<file path="src/rtl/core/clm_pkg.sv">
// ----------------------------------------------------------------------------
// clm_pkg
// Shared types and constants for the circular list manager.
// ----------------------------------------------------------------------------
`default_nettype none

package clm_pkg;

  localparam int CAPACITY_DEF   = 64;
  localparam int DATA_WIDTH_DEF = 32;

  typedef enum logic [2:0] {
    CMD_INS_FRONT = 3'd0,
    CMD_INS_BACK  = 3'd1,
    CMD_INS_AFTER = 3'd2,
    CMD_DEL_FRONT = 3'd3,
    CMD_DEL_BACK  = 3'd4,
    CMD_DEL_VALUE = 3'd5,
    CMD_READOUT   = 3'd6
  } cmd_e;

  typedef enum logic [1:0] {
    ST_OK        = 2'd0,
    ST_EMPTY     = 2'd1,
    ST_NOT_FOUND = 2'd2,
    ST_FULL      = 2'd3
  } status_e;

  typedef enum logic [2:0] {
    S_IDLE,
    S_INS_NODE,
    S_LINK_FIX,
    S_DEL_FRONT,
    S_WALK
  } state_e;

  typedef struct packed {
    logic [2:0]         cmd;
    logic signed [31:0] value;
    logic signed [31:0] key;
  } item_t;

  typedef struct packed {
    logic [1:0]         status;
    logic signed [31:0] elem;
    logic               last;
    logic [6:0]         count;
  } result_t;

  // take: pop a node index from the pool, give: return one
  typedef struct packed {
    logic take;
    logic give;
  } pool_ctl_t;

endpackage

`default_nettype wire

</file>
<file path="src/rtl/core/clm_pool.sv">
// ----------------------------------------------------------------------------
// clm_pool
// Free node pool: a stack of returned indices plus a counter of never-used
// indices, so no clearing pass is needed after reset.
// ----------------------------------------------------------------------------
`default_nettype none

module clm_pool #(
  parameter int CAPACITY = clm_pkg::CAPACITY_DEF
) (
  input  wire logic                        clk,
  input  wire logic                        rst,
  input  wire clm_pkg::pool_ctl_t          ctl,
  input  wire logic [$clog2(CAPACITY)-1:0] give_idx,
  output logic      [$clog2(CAPACITY)-1:0] idx
);

  localparam int IW = $clog2(CAPACITY);
  localparam int CW = $clog2(CAPACITY + 1);

  logic [IW-1:0] stack_mem [CAPACITY];
  logic [IW-1:0] top_q;
  logic [CW-1:0] sp;
  logic [CW-1:0] fresh;
  logic [CW-1:0] sp_m1;

  assign sp_m1 = sp - CW'(1);

  // top entry is re-read every cycle; it is registered, so it is valid in the cycle after sp settles
  always_ff @(posedge clk) begin
    if (ctl.give) begin
      stack_mem[sp[IW-1:0]] <= give_idx;
    end
    top_q <= stack_mem[sp_m1[IW-1:0]];
  end

  always_ff @(posedge clk) begin
    if (rst) begin
      sp    <= '0;
      fresh <= '0;
    end else if (ctl.give) begin
      sp <= sp + CW'(1);
    end else if (ctl.take) begin
      if (sp != '0) begin
        sp <= sp_m1;
      end else begin
        fresh <= fresh + CW'(1);
      end
    end
  end

  assign idx = (sp != '0) ? top_q : fresh[IW-1:0];

endmodule

`default_nettype wire

</file>
<file path="src/rtl/core/circular_list_manager_top.sv">
// ----------------------------------------------------------------------------
// circular_list_manager_top
// Bounded circular singly linked list of signed values in a node memory.
//
//   channel | signals               | beat
//   --------+-----------------------+-------------------------------------
//   command | start, busy, item     | taken when start is high, busy low
//   result  | strobe, result        | one-cycle strobe per beat, cannot be held
//
// Insert front/back steps through S_INS_NODE then S_LINK_FIX; delete front
// through S_DEL_FRONT. Insert after key, delete back, delete by value and
// readout walk in S_WALK, one node memory read per cycle, and readout
// emits one beat per element. Full/empty/no-op answers come the cycle after
// accept with busy never raised. Reset clears list state at once.
// ----------------------------------------------------------------------------
`default_nettype none

module circular_list_manager_top #(
  parameter int CAPACITY   = clm_pkg::CAPACITY_DEF,
  parameter int DATA_WIDTH = clm_pkg::DATA_WIDTH_DEF
) (
  input  wire logic            clk,
  input  wire logic            rst,
  input  wire logic            start,
  input  wire clm_pkg::item_t  item,
  output logic                 busy,
  output logic                 strobe,
  output clm_pkg::result_t     result
);

  localparam int IW = $clog2(CAPACITY);
  localparam int CW = $clog2(CAPACITY + 1);

  // node memory
  logic [DATA_WIDTH-1:0] val_mem  [CAPACITY];
  logic [IW-1:0]         link_mem [CAPACITY];
  logic [DATA_WIDTH-1:0] val_q;
  logic [IW-1:0]         link_q;
  logic [IW-1:0]         rd_addr;
  logic                  val_we;
  logic [IW-1:0]         val_wa;
  logic [DATA_WIDTH-1:0] val_wd;
  logic                  link_we;
  logic [IW-1:0]         link_wa;
  logic [IW-1:0]         link_wd;

  clm_pkg::state_e       state, state_next;
  logic [IW-1:0]         head, head_next;
  logic [IW-1:0]         tail, tail_next;
  logic [CW-1:0]         cnt, cnt_next;
  logic [2:0]            cmd_r, cmd_next;
  logic [DATA_WIDTH-1:0] val_r, val_next;
  logic [DATA_WIDTH-1:0] key_r, key_next;
  logic [IW-1:0]         cur, cur_next;
  logic [IW-1:0]         prev, prev_next;
  logic [CW-1:0]         idx_r, idx_next;
  logic                  hit_head, hit_next;
  logic [IW-1:0]         head_nx, hnx_next;
  logic [IW-1:0]         p_r, p_next;
  logic [IW-1:0]         n_r, n_next;

  clm_pkg::pool_ctl_t    pool_ctl;
  logic [IW-1:0]         give_idx;
  logic [IW-1:0]         pool_idx;

  logic                  emit;
  clm_pkg::status_e      st;
  logic signed [31:0]    el;
  logic                  lst;

  logic signed [63:0]    val_wide, key_wide, elem_wide;
  logic                  empty, full, match, last_node;

  assign val_wide  = 64'(item.value);
  assign key_wide  = 64'(item.key);
  assign elem_wide = 64'($signed(val_q));
  assign empty     = (cnt == '0);
  assign full      = (cnt == CW'(CAPACITY));
  assign match     = (val_q == key_r);
  assign last_node = (idx_r == cnt - CW'(1));
  assign busy      = (state != clm_pkg::S_IDLE);

  clm_pool #(.CAPACITY(CAPACITY)) u_pool (
    .clk      (clk),
    .rst      (rst),
    .ctl      (pool_ctl),
    .give_idx (give_idx),
    .idx      (pool_idx)
  );

  always_ff @(posedge clk) begin
    if (val_we) begin
      val_mem[val_wa] <= val_wd;
    end
    if (link_we) begin
      link_mem[link_wa] <= link_wd;
    end
    val_q  <= val_mem[rd_addr];
    link_q <= link_mem[rd_addr];
  end

  always_comb begin
    state_next = state;
    head_next  = head;
    tail_next  = tail;
    cnt_next   = cnt;
    cmd_next   = cmd_r;
    val_next   = val_r;
    key_next   = key_r;
    cur_next   = cur;
    prev_next  = prev;
    idx_next   = idx_r;
    hit_next   = hit_head;
    hnx_next   = head_nx;
    p_next     = p_r;
    n_next     = n_r;
    rd_addr    = head;
    val_we     = 1'b0;
    val_wa     = pool_idx;
    val_wd     = val_r;
    link_we    = 1'b0;
    link_wa    = cur;
    link_wd    = link_q;
    pool_ctl   = '0;
    give_idx   = head;
    emit       = 1'b0;
    st         = clm_pkg::ST_OK;
    el         = '0;
    lst        = 1'b1;

    unique case (state)
      clm_pkg::S_IDLE: begin
        // head is read while idle, so its node is in hand on the first step
        if (start) begin
          cmd_next  = item.cmd;
          val_next  = val_wide[DATA_WIDTH-1:0];
          key_next  = key_wide[DATA_WIDTH-1:0];
          cur_next  = head;
          prev_next = tail;
          idx_next  = '0;
          hit_next  = 1'b0;
          case (item.cmd) inside
            clm_pkg::CMD_INS_FRONT, clm_pkg::CMD_INS_BACK: begin
              if (full) begin
                emit = 1'b1;
                st   = clm_pkg::ST_FULL;
              end else begin
                state_next = clm_pkg::S_INS_NODE;
              end
            end
            clm_pkg::CMD_INS_AFTER: begin
              if (empty) begin
                emit = 1'b1;
                st   = clm_pkg::ST_EMPTY;
              end else if (full) begin
                emit = 1'b1;
                st   = clm_pkg::ST_FULL;
              end else begin
                state_next = clm_pkg::S_WALK;
              end
            end
            clm_pkg::CMD_DEL_FRONT: begin
              if (empty) begin
                emit = 1'b1;
                st   = clm_pkg::ST_EMPTY;
              end else begin
                state_next = clm_pkg::S_DEL_FRONT;
              end
            end
            clm_pkg::CMD_DEL_BACK, clm_pkg::CMD_DEL_VALUE, clm_pkg::CMD_READOUT: begin
              if (empty) begin
                emit = 1'b1;
                st   = clm_pkg::ST_EMPTY;
              end else begin
                state_next = clm_pkg::S_WALK;
              end
            end
            default: begin
              emit = 1'b1;
            end
          endcase
        end
      end

      clm_pkg::S_INS_NODE: begin
        val_we         = 1'b1;
        link_we        = 1'b1;
        link_wa        = pool_idx;
        link_wd        = empty ? pool_idx : head;
        pool_ctl.take  = 1'b1;
        n_next         = pool_idx;
        p_next         = empty ? pool_idx : tail;
        state_next     = clm_pkg::S_LINK_FIX;
      end

      clm_pkg::S_LINK_FIX: begin
        link_we  = 1'b1;
        link_wa  = p_r;
        link_wd  = n_r;
        cnt_next = cnt + CW'(1);
        if (cmd_r == clm_pkg::CMD_INS_FRONT) begin
          head_next = n_r;
          if (empty) begin
            tail_next = n_r;
          end
        end else if (cmd_r == clm_pkg::CMD_INS_BACK) begin
          tail_next = n_r;
          if (empty) begin
            head_next = n_r;
          end
        end else if (p_r == tail) begin
          tail_next = n_r;
        end
        emit       = 1'b1;
        state_next = clm_pkg::S_IDLE;
      end

      clm_pkg::S_DEL_FRONT: begin
        link_we       = 1'b1;
        link_wa       = tail;
        head_next     = link_q;
        pool_ctl.give = 1'b1;
        cnt_next      = cnt - CW'(1);
        emit          = 1'b1;
        state_next    = clm_pkg::S_IDLE;
      end

      clm_pkg::S_WALK: begin
        // step to the next node by default; ignored once the walk ends
        rd_addr   = link_q;
        cur_next  = link_q;
        prev_next = cur;
        idx_next  = idx_r + CW'(1);
        case (cmd_r) inside
          clm_pkg::CMD_INS_AFTER: begin
            if (match) begin
              val_we        = 1'b1;
              link_we       = 1'b1;
              link_wa       = pool_idx;
              pool_ctl.take = 1'b1;
              n_next        = pool_idx;
              p_next        = cur;
              state_next    = clm_pkg::S_LINK_FIX;
            end else if (last_node) begin
              emit       = 1'b1;
              st         = clm_pkg::ST_NOT_FOUND;
              state_next = clm_pkg::S_IDLE;
            end
          end
          clm_pkg::CMD_DEL_BACK: begin
            if (link_q == tail) begin
              link_we       = 1'b1;
              link_wd       = head;
              tail_next     = cur;
              pool_ctl.give = 1'b1;
              give_idx      = tail;
              cnt_next      = cnt - CW'(1);
              emit          = 1'b1;
              state_next    = clm_pkg::S_IDLE;
            end
          end
          clm_pkg::CMD_DEL_VALUE: begin
            // head is visited first but only taken when nothing else matches
            if (idx_r == '0) begin
              hit_next = match;
              hnx_next = link_q;
            end
            if (match && idx_r != '0) begin
              link_we       = 1'b1;
              link_wa       = prev;
              if (cur == tail) begin
                tail_next = prev;
              end
              pool_ctl.give = 1'b1;
              give_idx      = cur;
              cnt_next      = cnt - CW'(1);
              emit          = 1'b1;
              state_next    = clm_pkg::S_IDLE;
            end else if (last_node) begin
              if (hit_head || (idx_r == '0 && match)) begin
                link_we       = 1'b1;
                link_wa       = tail;
                link_wd       = (idx_r == '0) ? link_q : head_nx;
                head_next     = link_wd;
                pool_ctl.give = 1'b1;
                cnt_next      = cnt - CW'(1);
              end else begin
                st = clm_pkg::ST_NOT_FOUND;
              end
              emit       = 1'b1;
              state_next = clm_pkg::S_IDLE;
            end
          end
          clm_pkg::CMD_READOUT: begin
            emit = 1'b1;
            el   = elem_wide[31:0];
            lst  = last_node;
            if (last_node) begin
              state_next = clm_pkg::S_IDLE;
            end
          end
          default: begin
            state_next = clm_pkg::S_IDLE;
          end
        endcase
      end

      default: begin
        state_next = clm_pkg::S_IDLE;
      end
    endcase
  end

  always_ff @(posedge clk) begin
    if (rst) begin
      state  <= clm_pkg::S_IDLE;
      head   <= '0;
      tail   <= '0;
      cnt    <= '0;
      strobe <= 1'b0;
    end else begin
      state  <= state_next;
      head   <= head_next;
      tail   <= tail_next;
      cnt    <= cnt_next;
      strobe <= emit;
    end
  end

  always_ff @(posedge clk) begin
    cmd_r    <= cmd_next;
    val_r    <= val_next;
    key_r    <= key_next;
    cur      <= cur_next;
    prev     <= prev_next;
    idx_r    <= idx_next;
    hit_head <= hit_next;
    head_nx  <= hnx_next;
    p_r      <= p_next;
    n_r      <= n_next;
    if (emit) begin
      result.status <= st;
      result.elem   <= el;
      result.last   <= lst;
      result.count  <= 7'(cnt_next);
    end
  end

  a_cnt_bound: assert property (@(posedge clk) disable iff (rst)
    cnt <= CW'(CAPACITY))
    else $error("element count beyond capacity");

  a_last_idle: assert property (@(posedge clk) disable iff (rst)
    (strobe && result.last) |-> !busy)
    else $error("final beat while still busy");

  a_accept_resp: assert property (@(posedge clk) disable iff (rst)
    (start && !busy) |=> (strobe || busy))
    else $error("accepted command neither answered nor in progress");

  a_pool_excl: assert property (@(posedge clk) disable iff (rst)
    !(pool_ctl.take && pool_ctl.give))
    else $error("pool take and give in one cycle");

endmodule

`default_nettype wire

</file>
<file path="config.mk">
export PLATFORM = sky130hd
export DESIGN_NAME = circular_list_manager_top
export DESIGN_NICKNAME = d
export VERILOG_FILES = /design/src/rtl/core/clm_pkg.sv /design/src/rtl/core/clm_pool.sv /design/src/rtl/core/circular_list_manager_top.sv
export SDC_FILE = /design/constraint.sdc
export NUM_CORES = 2
export LEC_CHECK = 0
export ABC_AREA = 1
export BUFFER_PORTS_ARGS = -buffer_cell sky130_fd_sc_hd__buf_4
export CAP_MARGIN = 10
export CELL_PAD_IN_SITES_DETAIL_PLACEMENT = 1
export CELL_PAD_IN_SITES_GLOBAL_PLACEMENT = 1
export CORE_ASPECT_RATIO = 1.25
export CORE_MARGIN = 4
export CORE_UTILIZATION = 53
export DETAILED_ROUTE_END_ITERATION = 7
export PLACE_DENSITY_LB_ADDON = 0.1
export SYNTH_ARGS = -nofsm -noshare
export SYNTH_HDL_FRONTEND = slang
export SYNTH_SLANG_ARGS = --single-unit
</file>
<file path="constraint.sdc">
create_clock -name clk -period 6.9 [get_ports clk]
set_input_delay 1.38 -clock clk [delete_from_list [all_inputs] [get_ports clk]]
set_output_delay 1.38 -clock clk [all_outputs]
set_load 0.01 [all_outputs]
</file>
==> run summary <==
Result of the run -> finished clean
Last weighted congestion value of the routability-driven placer -> 0.9000
Pre-CTS setup slack -> 1.516 ns
Overall Power -> 45.03 mW
Vias after detailed routing -> 82.30k
Most frequently used flop master after synthesis -> edfxtp_1
Number of nets produced by synthesis -> 9453
Share of final-layout standard cells stronger than drive strength 1 -> 9.190%
Syn Std Cell Area -> 121400 sq um
Clock tree sinks -> 3043
Critical path required time -> 7.38 ns
Hold Violations, Final -> 0
Width of the chip -> 436.1 microns
Total of endpoints with negative setup slack in the final report -> 0
Number of placed I/O pins -> 114
Area share of the largest cell type after synthesis -> 73.28%
Max transition margin -> 12.49%
P&R area growth vs syn -> 11.54%
Post-CTS repair timing setup buffer count -> 0
I/O Buffers -> 113
Share of the clock period used by the worst path -> 77.30%
Kind of end point of the critical path -> register
DRC violation total after the first TritonRoute iteration -> 9738
Final max-slew violation count -> 0
Vias in the first global route -> 84.07k
Clk root buf -> clkbuf_16
Worst clock skew -> 0.04820 ns
Setup TNS Final -> 0 ns
Drt wl/cell -> 32.25 microns
Cell type contributing the most total cell area after synthesis -> edfxtp_1
Maximum fanout count along the critical path -> 17
Placement row count -> 196
Total half-perimeter wirelength after legalization and detailed placement -> 236.8 mm
Post-CTS Hold Fix Bufs -> 0
Number of nets with antenna violations after routing -> 0
Area of the die -> 236900 sq um
Post-synthesis instance total -> 9374
Die Y -> 543.1 microns
NumNets Final -> 9426
Critical path type -> reg -> reg
Vias per Instance -> 6.554
Worst vdd ir -> 0.0002571 V
Seq. cell area -> 90580 sq um
Final worst slack -> 1.566 ns
Post-cts sizing count -> 0
Area of the multi-input gates -> 28040 sq um
Area of the core -> 228100 sq um
Most common cell in the netlist -> edfxtp_1
Filler cells -> 21.91k
Maximum number of buffers from clock root to sink -> 4
Wire length of the first global-routing pass -> 582.0 mm
Clock tree from TritonCTS -> built
Seq cells post-synth -> 3043
Source-to-sink clock delay at the later pin of the worst-skew pair -> 0.88 ns
Number of clock buffers inserted by TritonCTS -> 302
DRC violation count after routing -> 0
Worst-path clk slew -> 0.06 ns
Max-cap violation count -> 0
Final WL -> 404.9 mm
Leftover overflow at the end of global routing -> 0
Critical path startpoint category -> register
Starting density of the core -> 53.24%
Power density over the cells -> 332.5 nW/um^2
Count of warnings emitted by yosys -> 0
Tightest Pin Transition -> 1.309 ns
Post-layout minimum cycle time -> 5.334 ns
Overall fraction of global-route tracks in use -> 33.38%
Avg Inst Size Synth -> 12.95 sq um
Crit path arrival time -> 5.82 ns
Router iterations before antenna repair -> 5
Unrepaired setup endpoints after global routing -> no
Maximum number of pins on one net before global-route repair -> 214
Post-synth top cells -> 2963 x edfxtp_1, 1964 x nor2_1, 1670 x o21ai_0, 582 x o22ai_1, 463 x clkbuf_1
Seq/Total Area, Yosys -> 74.60%
Number of synthesized flops with an enable pin -> 2963
Worst hold path type -> reg -> reg
H-tree depth -> 5
Async S/R FF share, synth -> 0%
Initial antenna violation count -> 35
Achievable frequency -> 187.5 MHz
Leading cell types by total area after synthesis -> edfxtp_1 73%, o21ai_0 6.9%, nor2_1 6.1%
LEAKAGE -> 43.41 nW
Number of different library cells in the post-synthesis netlist -> 57
## flip-flops by register name, indices dropped and copies added (netlist names), 7 cells and up
signal            count
idx_r                 7
u_pool.sp             7
val_r                32
link_mem            384
cnt                   7
result               42
u_pool.stack_mem    384
key_r                32
val_q                32
val_mem            2048
## metrics by stage
step | cells | utilization, % | hold WS [ns] | instance area (sq um)
floorplan | 9374 | - | 0.4448 | 121400
global placement | 12010 | 55.17 | 0.4560 | 125800
detailed placement | 12010 | 55.20 | 0.4540 | 125900
CTS | 12550 | 59.36 | 0.4709 | 135400
global route | 12550 | 59.37 | 0.4914 | 135400
finish | 12560 | 59.38 | 0.4752 | 135400
## area by class of cell
| class | instances | share of cell area, % |
|---|---|---|
| inverters | 216 | 0.6264 |
| well taps | 2970 | 2.744 |
| repair buffers | 312 | 2.003 |
| diodes | 11 | 0.02032 |
| clock buffers | 389 | 6.078 |
| multi-input cells | 5472 | 20.70 |
| clock inverters | 144 | 0.9423 |
| flip-flops and latches | 3043 | 66.88 |
## report_power, final
part	internal [mW]	total, mW	leakage [nW]	switching [mW]
sequential	21.1	21.3	27.5	0.206
combinational	1.68	7.46	11.2	5.78
clock	9.25	16.2	4.64	7.00
total	32.0	45.0	43.4	13.0
## critical path, cell delays in order (launching register included)
cell and delay [ns]:
edfxtp_1 0.41, inv_1 0.08, nand2_1 0.05, nand2_1 0.05
nand2_1 0.05, nor2_1 0.12, nand2_1 0.17, nor2_1 0.43
nand3_1 0.54, nand2_2 0.28, nand3_2 0.32, nand2_1 0.20
nand2_1 0.13, nand2_2 0.36, nand4_1 0.92, nor2_1 0.79
## placed cells by master (no fill, tap or decap), types with 61 or more instances in the layout
| cell | instances |
|---|---|
| inv_1 | 187 |
| dfxtp_1 | 79 |
| nand2_1 | 340 |
| nor2_1 | 1902 |
| o21ai_0 | 1665 |
| o211ai_1 | 185 |
| o22ai_1 | 582 |
| nor2_4 | 64 |
| clkbuf_1 | 68 |
| buf_4 | 282 |
| clkinv_1 | 61 |
| clkbuf_16 | 316 |
| edfxtp_1 | 2963 |
| o221ai_1 | 142 |
| nand3_1 | 150 |
## per-layer routing
layer  track usage, %  vias up  wire (microns)
met3            5.573      883           31880
li1                 -    34950               -
met5                0        -             198
met2            55.50     3889          197200
met1            42.58    42550          151600
met4            17.33       28           24080
## logic make-up (layout without fill, tap and decap cells)
logic type               after synthesis  count (layout)  share of synthesized area, %
flip-flops                          3043            3043                         74.60
AO/OA/AOI/OAI                       2830            2830                         13.53
AND/OR/NAND/NOR                     2560            2560                         8.339
buffers and inverters                859            1061                         2.876
multiplexers                          38              38                        0.3133
XOR/XNOR                              35              35                        0.2525
adder cells (fa/ha/maj)                9               9                       0.09274
other                                  0              11                             0
## path summary, 6_finish.rpt
check	to	cells after the start	start	slack, ns
setup reg to reg	u_pool.stack_mem[43][3]	15	key_r[31]	1.57
setup / recovery	u_pool.stack_mem[43][3]	15	key_r[31]	1.57
hold reg to reg	val_mem[58][6]	0	val_r[6]	0.48
hold / removal	val_mem[58][6]	0	val_r[6]	0.48
Note: power is estimated with default switching activity, not from simulation.
